[src/hw/rtl/ordered_list_append_search_remove_assert.svh]
// ----------------------------------------------------------------------------
// Ordered list assertion macros
// Shorthand for the concurrent checks at the end of the list top level.
// ----------------------------------------------------------------------------
`ifndef ORDERED_LIST_APPEND_SEARCH_REMOVE_ASSERT_SVH
`define ORDERED_LIST_APPEND_SEARCH_REMOVE_ASSERT_SVH

// Same-cycle implication, sampled on clk, disabled in reset.
`define OALS_ASSERT_NOW(label, ante, cons, msg) \
  label: assert property (@(posedge clk) disable iff (rst) (ante) |-> (cons)) \
    else $error(msg);

// Next-cycle implication, sampled on clk, disabled in reset.
`define OALS_ASSERT_NEXT(label, ante, cons, msg) \
  label: assert property (@(posedge clk) disable iff (rst) (ante) |=> (cons)) \
    else $error(msg);

`endif

[src/hw/rtl/oals_pkg.sv]
// ----------------------------------------------------------------------------
// Ordered list package
// Sizes, command and status codes, and the cell control bundle.
// ----------------------------------------------------------------------------
package oals_pkg;

  localparam int CAPACITY = 16;
  localparam int CNT_W    = $clog2(CAPACITY + 1);
  localparam int VALUE_W  = 32;
  localparam int CMD_W    = 2;
  localparam int STATUS_W = 2;
  localparam int COUNT_W  = 5;

  typedef enum logic [CMD_W-1:0] {
    CMD_INSERT = 2'd0,
    CMD_SEARCH = 2'd1,
    CMD_REMOVE = 2'd2
  } cmd_t;

  typedef enum logic [STATUS_W-1:0] {
    ST_OK        = 2'd0,
    ST_EMPTY     = 2'd1,
    ST_NOT_FOUND = 2'd2,
    ST_FULL      = 2'd3
  } status_t;

  typedef enum logic {
    FSM_IDLE,
    FSM_EXEC
  } fsm_t;

  // Broadcast to every cell in the execute cycle.
  typedef struct packed {
    logic               ins;
    logic               rem;
    logic [VALUE_W-1:0] key;
  } cell_ctrl_t;

endpackage

[src/hw/rtl/oals_cell.sv]
// ----------------------------------------------------------------------------
// Ordered list cell
// One list slot: compares against the key, passes the first-match flag on,
// loads on insert at the tail and takes its right neighbor on remove.
// ----------------------------------------------------------------------------
module oals_cell (
  input  logic                        clk,
  input  oals_pkg::cell_ctrl_t        ctrl,
  input  logic                        occ,
  input  logic                        tail,
  input  logic                        seen_in,
  input  logic [oals_pkg::VALUE_W-1:0] next_entry,
  output logic                        seen_out,
  output logic [oals_pkg::VALUE_W-1:0] entry
);

  // set from the first matching slot onward
  assign seen_out = seen_in | (occ & (entry == ctrl.key));

  always_ff @(posedge clk) begin
    if (ctrl.ins && tail) begin
      entry <= ctrl.key;
    end else if (ctrl.rem && seen_out && occ) begin
      entry <= next_entry;
    end
  end

endmodule

[src/hw/rtl/ordered_list_append_search_remove.sv]
// ----------------------------------------------------------------------------
// Ordered list with append, search and remove
// Insertion-ordered list of signed 32-bit values held in a row of cells.
// ----------------------------------------------------------------------------
//
//  channel | signals                          | direction
//  --------+----------------------------------+----------
//  in      | in_valid in_ready command value  | into block
//  out     | out_valid out_ready found status | out of block
//          | count                            |
//
//  An item passes an accept cycle, which latches command and value, and an
//  execute cycle, in which every cell compares in parallel, ripples the
//  first-match flag along the row and shifts or loads in the same edge.
//  The execute cycle waits while a previous result is still not taken; the
//  next item is accepted while a result waits in the output register.
//  Reset (rst, synchronous) clears the count, the sequencer and out_valid;
//  slot contents are not cleared, slots at or above the count are never used.
//
`include "ordered_list_append_search_remove_assert.svh"

module ordered_list_append_search_remove (
  input  logic                          clk,
  input  logic                          rst,
  input  logic                          in_valid,
  output logic                          in_ready,
  input  logic [oals_pkg::CMD_W-1:0]    command,
  input  logic signed [oals_pkg::VALUE_W-1:0] value,
  output logic                          out_valid,
  input  logic                          out_ready,
  output logic                          found,
  output logic [oals_pkg::STATUS_W-1:0] status,
  output logic [oals_pkg::COUNT_W-1:0]  count
);

  oals_pkg::fsm_t                state, state_next;
  oals_pkg::cmd_t                cmd;
  logic [oals_pkg::VALUE_W-1:0]  key;
  logic [oals_pkg::CNT_W-1:0]    cnt, cnt_next;
  logic                          fire;

  oals_pkg::cell_ctrl_t          ctrl;
  logic [oals_pkg::CAPACITY:0]   seen;
  logic [oals_pkg::VALUE_W-1:0]  entry [oals_pkg::CAPACITY];
  logic                          occ  [oals_pkg::CAPACITY];
  logic                          tail [oals_pkg::CAPACITY];

  logic                          found_w;
  oals_pkg::status_t             status_w;

  // ---- sequencer ----
  always_ff @(posedge clk) begin
    if (rst) begin
      state <= oals_pkg::FSM_IDLE;
    end else begin
      state <= state_next;
    end
  end

  always_comb begin
    state_next = state;
    in_ready   = 1'b0;
    fire       = 1'b0;
    case (state)
      oals_pkg::FSM_IDLE: begin
        in_ready = 1'b1;
        if (in_valid) begin
          state_next = oals_pkg::FSM_EXEC;
        end
      end
      oals_pkg::FSM_EXEC: begin
        // the output register must be free before the list changes
        if (!out_valid || out_ready) begin
          fire       = 1'b1;
          state_next = oals_pkg::FSM_IDLE;
        end
      end
      default: state_next = oals_pkg::FSM_IDLE;
    endcase
  end

  // command and operand, held for the execute cycle
  always_ff @(posedge clk) begin
    if (in_valid && in_ready) begin
      cmd <= oals_pkg::cmd_t'(command);
      key <= value;
    end
  end

  // ---- cell row ----
  always_comb begin
    ctrl.key = key;
    ctrl.ins = fire && (cmd == oals_pkg::CMD_INSERT);
    ctrl.rem = fire && (cmd == oals_pkg::CMD_REMOVE);
  end

  assign seen[0] = 1'b0;

  for (genvar i = 0; i < oals_pkg::CAPACITY; i++) begin : g_cell
    logic [oals_pkg::VALUE_W-1:0] nxt;

    assign occ[i]  = oals_pkg::CNT_W'(i) < cnt;
    assign tail[i] = oals_pkg::CNT_W'(i) == cnt;

    // last slot has no right neighbor; what it takes lands above the count
    if (i == oals_pkg::CAPACITY - 1) begin : g_last
      assign nxt = entry[i];
    end else begin : g_mid
      assign nxt = entry[i+1];
    end

    oals_cell u_cell (
      .clk        (clk),
      .ctrl       (ctrl),
      .occ        (occ[i]),
      .tail       (tail[i]),
      .seen_in    (seen[i]),
      .next_entry (nxt),
      .seen_out   (seen[i+1]),
      .entry      (entry[i])
    );
  end

  // ---- result and count ----
  always_comb begin
    found_w  = 1'b0;
    status_w = oals_pkg::ST_OK;
    cnt_next = cnt;
    case (cmd)
      oals_pkg::CMD_INSERT: begin
        if (cnt == oals_pkg::CNT_W'(oals_pkg::CAPACITY)) begin
          status_w = oals_pkg::ST_FULL;
        end else begin
          cnt_next = cnt + oals_pkg::CNT_W'(1);
        end
      end
      oals_pkg::CMD_SEARCH, oals_pkg::CMD_REMOVE: begin
        if (cnt == '0) begin
          status_w = oals_pkg::ST_EMPTY;
        end else if (!seen[oals_pkg::CAPACITY]) begin
          status_w = oals_pkg::ST_NOT_FOUND;
        end else begin
          found_w = 1'b1;
          if (cmd == oals_pkg::CMD_REMOVE) begin
            cnt_next = cnt - oals_pkg::CNT_W'(1);
          end
        end
      end
      default: ;  // unused code: no change, ok
    endcase
  end

  always_ff @(posedge clk) begin
    if (rst) begin
      cnt <= '0;
    end else if (fire) begin
      cnt <= cnt_next;
    end
  end

  // output register
  always_ff @(posedge clk) begin
    if (rst) begin
      out_valid <= 1'b0;
    end else if (fire) begin
      out_valid <= 1'b1;
    end else if (out_ready) begin
      out_valid <= 1'b0;
    end
  end

  always_ff @(posedge clk) begin
    if (fire) begin
      found  <= found_w;
      status <= status_w;
      count  <= oals_pkg::COUNT_W'(cnt_next);
    end
  end

  // ---- checks ----
  `OALS_ASSERT_NOW(a_cnt_bound, 1'b1, cnt <= oals_pkg::CNT_W'(oals_pkg::CAPACITY), "count above capacity")
  `OALS_ASSERT_NOW(a_full_cnt, fire && (status_w == oals_pkg::ST_FULL), cnt == oals_pkg::CNT_W'(oals_pkg::CAPACITY), "full reported below capacity")
  `OALS_ASSERT_NEXT(a_rem_dec, fire && ctrl.rem && found_w, cnt == $past(cnt) - oals_pkg::CNT_W'(1), "remove did not shrink list")

endmodule

[config.mk]
export PLATFORM = sky130hd
export DESIGN_NAME = ordered_list_append_search_remove
export DESIGN_NICKNAME = d
export VERILOG_FILES = /design/src/hw/rtl/oals_pkg.sv /design/src/hw/rtl/oals_cell.sv /design/src/hw/rtl/ordered_list_append_search_remove.sv
export VERILOG_INCLUDE_DIRS = /design/src /design/src/hw/rtl
export SDC_FILE = /design/constraint.sdc
export NUM_CORES = 1
export LEC_CHECK = 0
export BUFFER_PORTS_ARGS = -buffer_cell sky130_fd_sc_hd__buf_2
export CAP_MARGIN = 40
export CORE_ASPECT_RATIO = 1.75
export CORE_MARGIN = 5
export CORE_UTILIZATION = 58
export DETAILED_ROUTE_END_ITERATION = 10
export HOLD_SLACK_MARGIN = 0.03
export PLACE_DENSITY = 0.77
export SKIP_CTS_REPAIR_TIMING = 1
export SLEW_MARGIN = 20
export SYNTH_ARGS = -nofsm -noshare
export SYNTH_HDL_FRONTEND = slang
export SYNTH_SLANG_ARGS = --single-unit
[constraint.sdc]
create_clock -name clk -period 5.15 [get_ports clk]
set_input_delay 0.2575 -clock clk [delete_from_list [all_inputs] [get_ports clk]]
set_output_delay 0.2575 -clock clk [all_outputs]
set_load 0.01 [all_outputs]
==> impl_metrics.toml <==
[logic_synthesis]
synth_top_area_frac = 0.542
synthFlopType = "edfxtp_1"
synth-async-reset-ratio = 0
netlist_area_um2 = 30700
syn_avg_cell_area_um2 = 14.4
synth.largest_area_cell = "edfxtp_1"
ys_warn_count = 0
synth_area_leaders = "edfxtp_1 (54%), mux2_2 (18%), xnor2_1 (7.4%)"
synth_nets = 2178
synth.most_common_cell = "edfxtp_1"
synthCells = 2132
synth-seq-area-share = 0.547
ys_seq_elements = 561
synthTopCellsByCount = "edfxtp_1 (554), mux2_2 (481), xnor2_1 (260)"
synth_cell_type_count = 67
synth_edf_count = 554

[timing]
maxSlewHeadroom = 0.426
worst_pin_slew_ns = 0.861
rsz0062_at_grt = "false"
finalCritPeriodShare = 0.827
fin_tns_setup_ns = 0
period_minus_slack_ns = 4.26
fmax_mhz = 235
hold_viol = 0
fin_skew_ns = 0.0221
finalMaxSlewViolations = 0
whs_ns = 0.0255
final-setup-viol-count = 0

[clock_network]
cts_buffer_depth = 3
clkLatencyLatePin_ns = 0.62
path_clk_slew_ns = 0.06
clockRootBuffer = "clkbuf_16"
cts_inserted_buffers = 51
htree_levels = 2
cts_tree = "yes"
cts.sinks = 561

[placement]
hpwl_um = 69400
placed_cells = 2782
gp_congestion = 1.07
port_buffers = 47

[worst_setup_path]
critPathSlowestCell = "edfxtp_1"
path_class = "flip-flop to flip-flop"
arrival_ns = 4.51
crit_fanout = 32
crit_chain = "buf_4 > xor2_1 > nor4_1 > nand4_1 > nor4_1 > a311o_1 > or2_1 > nor2_1 > o31ai_4 > buf_4"
required_ns = 5.40
max_stage_delay_ns = 0.87
critical_path.top_delay_family = "simple AND/OR/NAND/NOR gates"
startpoint_type = "flip-flop"
endpoint_kind = "flip-flop"
path_buf_inv = 2

[power_and_ir_drop]
swShare = 0.238
internal_power_uw = 7290
powerDensity_nw_per_um2 = 288
clkPwrFrac = 0.401
p_switching_uw = 2280
p_comb_frac = 0.070
p_seq_frac = 0.529
p_leak_uw = 0.0110
max-vdd-ir-drop_uv = 317

[global_routing]
grt_first_pass_wirelength_um = 134000
grt_max_degree = 34
grt_usage = 0.325
antenna_found_initial = 4
grt.overflow.total = 0
grt_pass1_vias = 18908

[detailed_routing]
vias = 18653
wire_per_inst_um = 32.9
ant_nets = 0
dr.pass1.iters = 8
wl_um = 95800
drc_errors = 0
drtIter0Drc = 1904
vias_per_cell = 6.40

[final_layout]
fin_util = 0.635
syn_to_final_growth_pct = 8.34
layout-drive-gt1-share = 0.335
stdcell_count = 2914
nNetsFinal = 2240
antenna_cells = 0

[floorplanning]
dieArea_um2 = 57800
io-pin-count = 48
die_y_um = 314
initial_core_util = 0.586
core_um2 = 52400
fp.dieW_um = 184
rows = 111

[run_status]
outcome = "complete, no violations"

[worst_hold_path]
hp-class = "primary input to flip-flop"

[run]
drv_cap = 0
-- state kept, by name (all words and copies together) (netlist names) --
name                 flops
status                   2
state                    1
found                    1
count                    5
cmd                      2
key                     32
cnt                      5
out_valid                1
g_cell.u_cell.entry    512
-- power groups by stage --
stage,Clock [uW],Combinational [uW],Sequential [uW]
floorplan,0,503,5100
global placement,0,605,5170
detailed placement,0,626,5160
CTS,3830,630,5060
global route,4040,690,5060
finish,3830,667,5060
-- through the flow --
stage / setup slack [ns] / cell area (um^2) / total power [uW]
after CTS: 1.05 / 32900 / 9530
final: 0.890 / 33200 / 9560
after detailed placement: 1.08 / 31200 / 5790
after floorplan: 0.226 / 30700 / 5600
after global routing: 0.884 / 33200 / 9790
after global placement: 0.688 / 31100 / 5770
-- final cells by class --
type                    count  area [um^2]
clock buffers              65         1380
clock inverters            30          239
fillers                  3812        19100
inverters                  13         48.8
multi-input cells        1369        12300
flip-flops and latches    561        16800
well taps                 678          848
repair buffers            198         1640
-- cell usage in the layout (no fill, tap or decap), types with 7 or more instances in the layout --
| cell | instances |
|---|---|
| o21ai_0 | 16 |
| nand2_1 | 45 |
| nand4_1 | 72 |
| dfxtp_1 | 7 |
| nor2_1 | 31 |
| inv_1 | 12 |
| dlygate4sd3_1 | 36 |
| edfxtp_1 | 554 |
| nor3_1 | 18 |
| ha_1 | 8 |
| buf_2 | 47 |
| clkinv_2 | 9 |
| mux2_2 | 481 |
| nand3_1 | 14 |
| a21oi_1 | 15 |
| buf_4 | 100 |
| clkbuf_16 | 51 |
| buf_12 | 7 |
| xor2_1 | 255 |
| clkbuf_1 | 9 |
| xnor2_1 | 260 |
| nor4_1 | 70 |
| clkinv_1 | 10 |
-- final timing paths --
path | startpoint | to | cells past startpoint | slack [ns]
worst min-delay path | out_ready | out_valid$_SDFFE_PP0P_ | 3 | 0.03
worst max-delay path | key[18]$_DFFE_PP_ | g_cell[7].u_cell.entry[22]$_DFFE_PP_ | 10 | 0.89
worst max register to register | key[18]$_DFFE_PP_ | g_cell[7].u_cell.entry[22]$_DFFE_PP_ | 10 | 0.89
worst min register to register | out_valid$_SDFFE_PP0P_ | out_valid$_SDFFE_PP0P_ | 2 | 0.58
-- cells by family after synthesis --
kind of cell | after synthesis | synth area share
buf+inv | 202 | 0.0550
simple gates | 292 | 0.0540
xor+xnor | 515 | 0.147
flops | 561 | 0.547
fa+ha+maj | 8 | 0.00326
compound gates | 70 | 0.0166
mux | 484 | 0.177
-- worst reg2reg max path, stage by stage (launching register included) --
cell,delay [ns]
edfxtp_1,0.87
buf_4,0.35
xor2_1,0.17
nor4_1,0.42
nand4_1,0.14
nor4_1,0.51
a311o_1,0.29
or2_1,0.38
nor2_1,0.14
o31ai_4,0.18
buf_4,0.43
-- per-layer routing --
metal | track usage | up-vias | share of wire
met5 | 0 | - | 0.000083
met4 | 0.285 | 2 | 0.11
met3 | 0.0439 | 360 | 0.066
met2 | 0.552 | 1021 | 0.50
met1 | 0.350 | 9315 | 0.32
li1 | - | 7955 | -
Power figures use the tool's default switching activity.
